[src/sv/chht_pkg.sv]
// Shared types and constants for the colour histogram hash table unit.
// Command and status structs between controller and datapath, field widths, codes.
// No dependencies.
`timescale 1ns / 1ps

package chht_pkg;

  // Default table geometry and count width
  localparam int TABLE_SIZE_DEF = 8192;
  localparam int COUNT_BITS_DEF = 32;

  // Fixed field widths of the ports
  localparam int MODE_W     = 2;
  localparam int COLOR_W    = 8;
  localparam int KEY_W      = 3 * COLOR_W;
  localparam int SLOT_IN_W  = 13;
  localparam int STATUS_W   = 3;
  localparam int SLOT_W     = 13;
  localparam int OUT_CNT_W  = 32;
  localparam int USED_W     = 14;
  localparam int LIMIT_W    = 14;

  // Reset value of the load limit register
  localparam logic [LIMIT_W-1:0] LOAD_LIMIT_RESET = 14'd6144;

  // Hash weights and the width of the raw hash (61 * 255 fits in 14 bits)
  localparam int HASH_W     = 14;
  localparam int HASH_MUL_R = 23;
  localparam int HASH_MUL_G = 21;
  localparam int HASH_MUL_B = 17;

  // Operation codes on the mode field
  typedef enum logic [MODE_W-1:0] {
    MODE_COUNT = 2'd0,
    MODE_READ  = 2'd1,
    MODE_CLEAR = 2'd2
  } mode_e;

  // Result status codes
  typedef enum logic [STATUS_W-1:0] {
    STATUS_NEW     = 3'd0,
    STATUS_RAISED  = 3'd1,
    STATUS_FULL    = 3'd2,
    STATUS_READ    = 3'd3,
    STATUS_CLEARED = 3'd4
  } status_e;

  // Which result the datapath builds when the output register loads
  typedef enum logic [1:0] {
    OUT_HIT,
    OUT_FULL,
    OUT_READ,
    OUT_CLEAR
  } out_kind_e;

  // Controller to datapath commands
  typedef struct packed {
    logic      load_in;
    logic      sel_hash;
    logic      calc_quot;
    logic      issue_home;
    logic      issue_next;
    logic      write_hit;
    logic      clr_step;
    logic      load_out;
    out_kind_e out_kind;
  } cmd_t;

  // Datapath to controller status
  typedef struct packed {
    logic slot_empty;
    logic slot_match;
    logic probe_last;
    logic clr_last;
  } sts_t;

endpackage

[src/sv/chht_ctrl.sv]
// Controller of the colour histogram hash table: sequences hash reduction, probing,
// reads, clearing sweeps and the output handshake.
// Depends on chht_pkg.
`timescale 1ns / 1ps

module chht_ctrl (
  input  logic                        clk_i,
  input  logic                        rst_ni,
  input  logic                        in_valid_i,
  output logic                        in_stall_o,
  input  logic [chht_pkg::MODE_W-1:0] mode_i,
  output logic                        out_valid_o,
  input  logic                        out_stall_i,
  output chht_pkg::cmd_t              cmd_o,
  input  chht_pkg::sts_t              sts_i
);

  import chht_pkg::*;

  typedef enum logic [2:0] {
    ST_INIT,
    ST_IDLE,
    ST_QUOT,
    ST_HOME,
    ST_PROBE,
    ST_READ,
    ST_CLR,
    ST_CLR_DONE
  } state_e;

  state_e state_q, state_d;
  logic   op_read_q, op_read_d;
  logic   out_valid_q, out_valid_d;
  logic   can_load;
  logic   start_read;

  // The output register can take a result when empty or being emptied now
  assign can_load   = !out_valid_q || !out_stall_i;
  assign in_stall_o = (state_q != ST_IDLE);

  // Next state and commands
  always_comb begin
    state_d    = state_q;
    op_read_d  = op_read_q;
    cmd_o      = '0;
    start_read = 1'b0;

    case (state_q)
      ST_INIT: begin
        cmd_o.clr_step = 1'b1;
        if (sts_i.clr_last) begin
          state_d = ST_IDLE;
        end
      end
      ST_IDLE: begin
        if (in_valid_i) begin
          case (mode_i)
            MODE_COUNT: begin
              cmd_o.load_in  = 1'b1;
              cmd_o.sel_hash = 1'b1;
              op_read_d      = 1'b0;
              state_d        = ST_QUOT;
            end
            MODE_CLEAR: begin
              state_d = ST_CLR;
            end
            MODE_READ: begin
              start_read = 1'b1;
            end
            default: begin
              start_read = 1'b1;
            end
          endcase
          if (start_read) begin
            cmd_o.load_in = 1'b1;
            op_read_d     = 1'b1;
            state_d       = ST_QUOT;
          end
        end
      end
      ST_QUOT: begin
        cmd_o.calc_quot = 1'b1;
        state_d         = ST_HOME;
      end
      ST_HOME: begin
        cmd_o.issue_home = 1'b1;
        state_d          = op_read_q ? ST_READ : ST_PROBE;
      end
      ST_PROBE: begin
        if (sts_i.slot_empty || sts_i.slot_match) begin
          if (can_load) begin
            cmd_o.write_hit = 1'b1;
            cmd_o.load_out  = 1'b1;
            cmd_o.out_kind  = OUT_HIT;
            state_d         = ST_IDLE;
          end
        end else if (sts_i.probe_last) begin
          if (can_load) begin
            cmd_o.load_out = 1'b1;
            cmd_o.out_kind = OUT_FULL;
            state_d        = ST_IDLE;
          end
        end else begin
          cmd_o.issue_next = 1'b1;
        end
      end
      ST_READ: begin
        if (can_load) begin
          cmd_o.load_out = 1'b1;
          cmd_o.out_kind = OUT_READ;
          state_d        = ST_IDLE;
        end
      end
      ST_CLR: begin
        cmd_o.clr_step = 1'b1;
        if (sts_i.clr_last) begin
          state_d = ST_CLR_DONE;
        end
      end
      ST_CLR_DONE: begin
        if (can_load) begin
          cmd_o.load_out = 1'b1;
          cmd_o.out_kind = OUT_CLEAR;
          state_d        = ST_IDLE;
        end
      end
      default: begin
        state_d = ST_IDLE;
      end
    endcase

    // Output valid: set on load, drop once the transaction is taken
    out_valid_d = out_valid_q;
    if (cmd_o.load_out) begin
      out_valid_d = 1'b1;
    end else if (!out_stall_i) begin
      out_valid_d = 1'b0;
    end
  end

  // State and registered outputs; reset starts the clearing pass
  always_ff @(posedge clk_i or negedge rst_ni) begin
    if (!rst_ni) begin
      state_q     <= ST_INIT;
      op_read_q   <= 1'b0;
      out_valid_q <= 1'b0;
    end else begin
      state_q     <= state_d;
      op_read_q   <= op_read_d;
      out_valid_q <= out_valid_d;
    end
  end

  assign out_valid_o = out_valid_q;

  // A result never overwrites one that is still waiting
  a_no_overwrite: assert property (@(posedge clk_i) disable iff (!rst_ni)
    cmd_o.load_out |-> (!out_valid_q || !out_stall_i))
    else $error("output register overwritten");

  // Write back only on an empty or matching slot
  a_write_on_hit: assert property (@(posedge clk_i) disable iff (!rst_ni)
    cmd_o.write_hit |-> (sts_i.slot_empty || sts_i.slot_match))
    else $error("write back without a hit");

  // The home read is always followed by its evaluation
  a_home_then_eval: assert property (@(posedge clk_i) disable iff (!rst_ni)
    (state_q == ST_HOME) |=> (state_q == ST_READ || state_q == ST_PROBE))
    else $error("home read not evaluated");

endmodule

[config.mk]
export PLATFORM = sky130hd
export DESIGN_NAME = chht_ctrl
export DESIGN_NICKNAME = d
export VERILOG_FILES = /design/src/sv/chht_pkg.sv /design/src/sv/chht_ctrl.sv
export SDC_FILE = /design/constraint.sdc
export NUM_CORES = 1
export LEC_CHECK = 0
export ABC_AREA = 1
export BUFFER_PORTS_ARGS = -buffer_cell sky130_fd_sc_hd__buf_2
export CORE_AREA = 2 2 39 41
export CTS_BUF_LIST = sky130_fd_sc_hd__clkbuf_8
export DETAILED_ROUTE_END_ITERATION = 6
export DIE_AREA = 0 0 41 43
export GPL_TIMING_DRIVEN = 0
export PLACE_DENSITY = 0.66
export REMOVE_ABC_BUFFERS = 1
export SYNTH_ARGS = -nofsm -noshare
export SYNTH_HDL_FRONTEND = slang
export SYNTH_SLANG_ARGS = --single-unit
[constraint.sdc]
create_clock -name clk_i -period 1.5 [get_ports clk_i]
set_input_delay 0.225 -clock clk_i [delete_from_list [all_inputs] [get_ports clk_i]]
set_output_delay 0.225 -clock clk_i [all_outputs]
set_load 0.01 [all_outputs]
-- Yosys cells after proc, flatten, opt, wreduce, memory -nomap -nowiden
Index checks and enable logic that the tools add are counted.
- flip-flop bits (word level): 5
- bits of input ports: 10
- word-level logic and storage cells: 66
- equality and inequality tests: 15
- multiplexer cells: 36
- reductions and logical operators: 12
- operators by type and width (cell ; count):
    3-bit two-way mux ; 13
    3-bit case mux with 7 select lines ; 1
    1-bit two-way mux ; 16
    3-bit == test (second input constant) ; 4
    3-bit case mux with 3 select lines ; 1
    2-bit two-way mux ; 4
    3-bit by 2-bit == test with 1-bit output (second input constant) ; 2
    2-bit inequality test (second input constant) ; 3
    3-bit case mux with 2 select lines ; 1
    2-bit OR reduction ; 3
    5-bit AND reduction ; 1
    4-bit by 1-bit inequality test with 1-bit output (second input constant) ; 1
    3-bit by 1-bit == test with 1-bit output (second input constant) ; 1
    3-bit zero test ; 1
    3-bit by 1-bit inequality test with 1-bit output (second input constant) ; 1
    3-bit inequality test (second input constant) ; 1
    3-bit AND reduction ; 1
    2-bit == test (second input constant) ; 1
    1-bit zero test ; 2
    2-bit zero test ; 1
    1-bit logical OR ; 2
    2-bit by 1-bit inequality test with 1-bit output (second input constant) ; 1
    2-bit nonzero test ; 1

-- Logic depth before layout (Yosys ltp)
- depth in word-level cells: 8
- depth in mapped cells: 8

-- Worst setup path after synthesis
No wires, ideal clock.
- path type: register -> output
- start point: register state_q[0]
- end point: output port cmd_o[2] (netlist name)
- data arrival time: 1044 ps
- data required time: 1275 ps
- path slack: 231 ps
- stages on the path, launching flop included: 7
- path buffers: 1
- cells stage by stage: dfrtp_1 > inv_2 > nand2_2 > nor2_2 > nand2_1 > o22ai_1 > buf_4
- RTL lines (item ; RTL line ; text):
    from (decl) ; chht_ctrl.sv:31 ; state_e state_q, state_d;
    from (signal assigned) ; chht_ctrl.sv:148 ; state_q <= state_d;
    to (decl) ; chht_ctrl.sv:14 ; output chht_pkg::cmd_t cmd_o,

==> results.py <==
metrics = {
    "die": {
        "row_count": 14,
        "pin_count": 22,
        "fp.dieH_um": 43,
        "die_area_um2": 1760,
        "core_area_um2": 1380,
        "initial_core_util_pct": 36.1,
        "die_w_um": 41,
    },
    "cells_and_area": {
        "drive_gt1_share_pct": 52.9,
        "area_delta_synth_final_pct": 50.9,
        "final_core_util_pct": 54.4,
        "n_antenna_cell": 0,
        "nets": 115,
        "design_area_um2": 753,
    },
    "route": {
        "wire_per_inst_um": 9.78,
        "ant_nets": 0,
        "via_count": 556,
        "first_pass_iters": 4,
        "drt-initial-drc-count": 7,
        "route.detailed.drc": 0,
        "drt-total-wl_um": 1170,
        "drt-vias-per-instance": 4.63,
    },
    "global_routing": {
        "track_usage_pct": 16.3,
        "antenna_found_initial": 0,
        "grt_max_degree": 7,
        "grt_pass1_wl_um": 1930,
        "grt_pass1_vias": 503,
        "grt.overflow.total": 0,
    },
    "setup_path": {
        "crit_path_top_delay_cell": "dfrtp_2",
        "crit_required_ps": 1270,
        "worst-path-buf-inv": 2,
        "crit_type": "flop to output port",
        "cp_top_family": "flip-flops",
        "cp-startpoint": "state_q[0]$_DFFE_PN0P_",
        "cp-start-kind": "flop",
        "r2r-start": "state_q[2]$_DFFE_PN0P_",
        "crit_chain": "inv_4 > nand2_2 > nor2_4 > nand3_1 > a21oi_1 > buf_2",
        "crit_arrival_ps": 1270,
        "end_kind": "output port",
        "slowest_delay_ps": 420,
        "cp_max_fo": 4,
    },
    "hold_path": {
        "min_from": "mode_i[0]",
        "hold_path_class": "primary input to flop",
    },
    "timing": {
        "finalHoldViolations": 0,
        "fmax_mhz": 668,
        "period_minus_slack_ps": 1500,
        "post-route-period-util_pct": 99.9,
        "worst_slew_pin_slew_ps": 267,
        "finClkSkew_ps": 1.73,
        "rsz0062_at_grt": "true",
        "slew_viol_final": 0,
        "slew_headroom_pct": 82.1,
        "setup_viol": 0,
    },
    "yosys": {
        "yosysTopAreaCell": "dfrtp_1",
        "async_reset_ff_share_pct": 100,
        "syn_inst": 72,
        "avgSynthCellArea_um2": 6.93,
        "synth_top_flop_cell": "dfrtp_1",
        "yosysMostFrequentCell": "nand2_1",
        "synth_area_leaders": "dfrtp_1 (25%), nand2_1 (13%), inv_1 (9.8%)",
        "synth_common_cells": "nand2_1 (17), inv_1 (13), nor2_1 (6)",
        "netlist_area_um2": 499,
        "synth_cell_types": 22,
        "synth-warning-count": 0,
        "synth_edf_count": 0,
        "ys_ff_latch": 5,
        "ys_seq_area_share_pct": 25.1,
        "synth_top_cell_area_share_pct": 25.1,
    },
    "placed_design": {
        "hpwl_um": 901,
        "portBuffers": 21,
        "place_area_um2": 609,
        "gp_congestion": 0.856,
    },
    "clocking": {
        "insertion_delay_ps": 220,
        "root_buffer": "clkbuf_8",
        "cts_made_buffers": 3,
        "tritoncts": "yes",
        "clk_pin_slew_worst_paths_ps": 30,
        "clock-sinks": 5,
        "cts-htree-levels": 1,
        "cts_buffer_depth": 2,
    },
    "pwr": {
        "leakagePower_uw": 0.000446,
        "p_per_area_nw_per_um2": 1930,
        "ir_drop_mv": 1.04,
    },
    "status": {
        "status": "completed",
    },
    "flow_run": {
        "maxCapViolCount": 0,
    },
}
layout make-up:
cell class              count  area, µm²
repair buffers             30        181
inverters                  16       65.1
clock buffers               3       41.3
flip-flops and latches      5        129
fillers                   140        631
multi-input cells          49        313
clock inverters             1       3.75
well taps                  16       20.0
metal layers:
| metal | global-route usage, % | wire [µm] | up-vias |
|---|---|---|---|
| met4 | 8.00 | 27 | 0 |
| li1 | - | - | 288 |
| met3 | 4.71 | 83 | 4 |
| met5 | 0 | 0 | - |
| met1 | 19.0 | 469 | 240 |
| met2 | 25.9 | 593 | 24 |
cells in the final DEF, fill, tap and decap left out:
| cell | netlist | routed |
|---|---|---|
| nor2_8 | 1 | 1 |
| clkbuf_8 | 0 | 3 |
| buf_4 | 2 | 8 |
| buf_6 | 0 | 1 |
| o22ai_2 | 0 | 1 |
| dfrtp_2 | 0 | 3 |
| a21oi_1 | 1 | 1 |
| o21ai_2 | 1 | 1 |
| dfrtp_1 | 5 | 2 |
| nand2_1 | 17 | 16 |
| nor2_1 | 6 | 6 |
| nor2_4 | 2 | 3 |
| inv_2 | 3 | 2 |
| nand4_2 | 1 | 1 |
| nor3_2 | 1 | 1 |
| nand3_1 | 4 | 4 |
| o211a_1 | 1 | 1 |
| nand4_1 | 3 | 3 |
| o21ai_0 | 1 | 1 |
| buf_2 | 0 | 20 |
| inv_4 | 0 | 2 |
| o211ai_1 | 1 | 1 |
| nand2_2 | 3 | 4 |
| nand3_2 | 3 | 3 |
| inv_1 | 13 | 13 |
| dlygate4sd3_1 | 0 | 1 |
| nand2_4 | 1 | 1 |
worst register-to-register path, delay by kind of cell (launching register included):
family | cells | cell delay (ps)
buffers and inverters | 3 | 250
DFF | 1 | 460
and+or+nand+nor | 5 | 400
through the flow:
stage | total power (µW) | TNS [ps] | worst slack [ps] | instances | hold WS (ps)
2_1_floorplan | 802 | 0 | 215 | 70 | -70.6
5_1_grt | 1590 | -281 | -79.5 | 120 | 267
3_3_place_gp | 990 | 0 | 84.0 | 107 | 41.0
3_5_place_dp | 1000 | 0 | 73.7 | 107 | 41.2
6_report | 1450 | 0 | 2.07 | 120 | 255
4_1_cts | 1380 | -5.82 | -4.90 | 117 | 259
cell families after synthesis:
family | after synthesis | synth area share, %
AO/OA/AOI/OAI | 6 | 8.52
buffers and inverters | 18 | 15.0
AND/OR/NAND/NOR | 43 | 51.4
flip-flops | 5 | 25.1
final timing paths:
check,cells past startpoint,end,slack [ps]
setup / recovery,6,cmd_o[0],2
hold / removal,3,op_read_q$_DFFE_PN0P_,260
setup reg to reg,8,state_q[2]$_DFFE_PN0P_,260
hold reg to reg,2,op_read_q$_DFFE_PN0P_,520
max in group asynchronous,2,state_q[2]$_DFFE_PN0P_,1010
min in group asynchronous,2,state_q[1]$_DFFE_PN0P_,350
report_power, final:
part	total [µW]	switching [µW]	leakage, µW	internal (µW)
sequential	290	82.5	0.0000581	208
combinational	923	499	0.000361	424
clock	240	64.6	0.0000269	175
state kept, by name, indices dropped and copies added, names as in the netlist:
signal,cells
out_valid_o,1
state_q,3
op_read_q,1
timing repair:
action	in CTS	in global routing
gates resized for setup	7	3
hold buffers	1	0
setup endpoints to repair	6	6
pin swaps	1	0
buffers inserted	5	3
hold endpoints to repair	5	0
(Power assumes the default switching activity.)
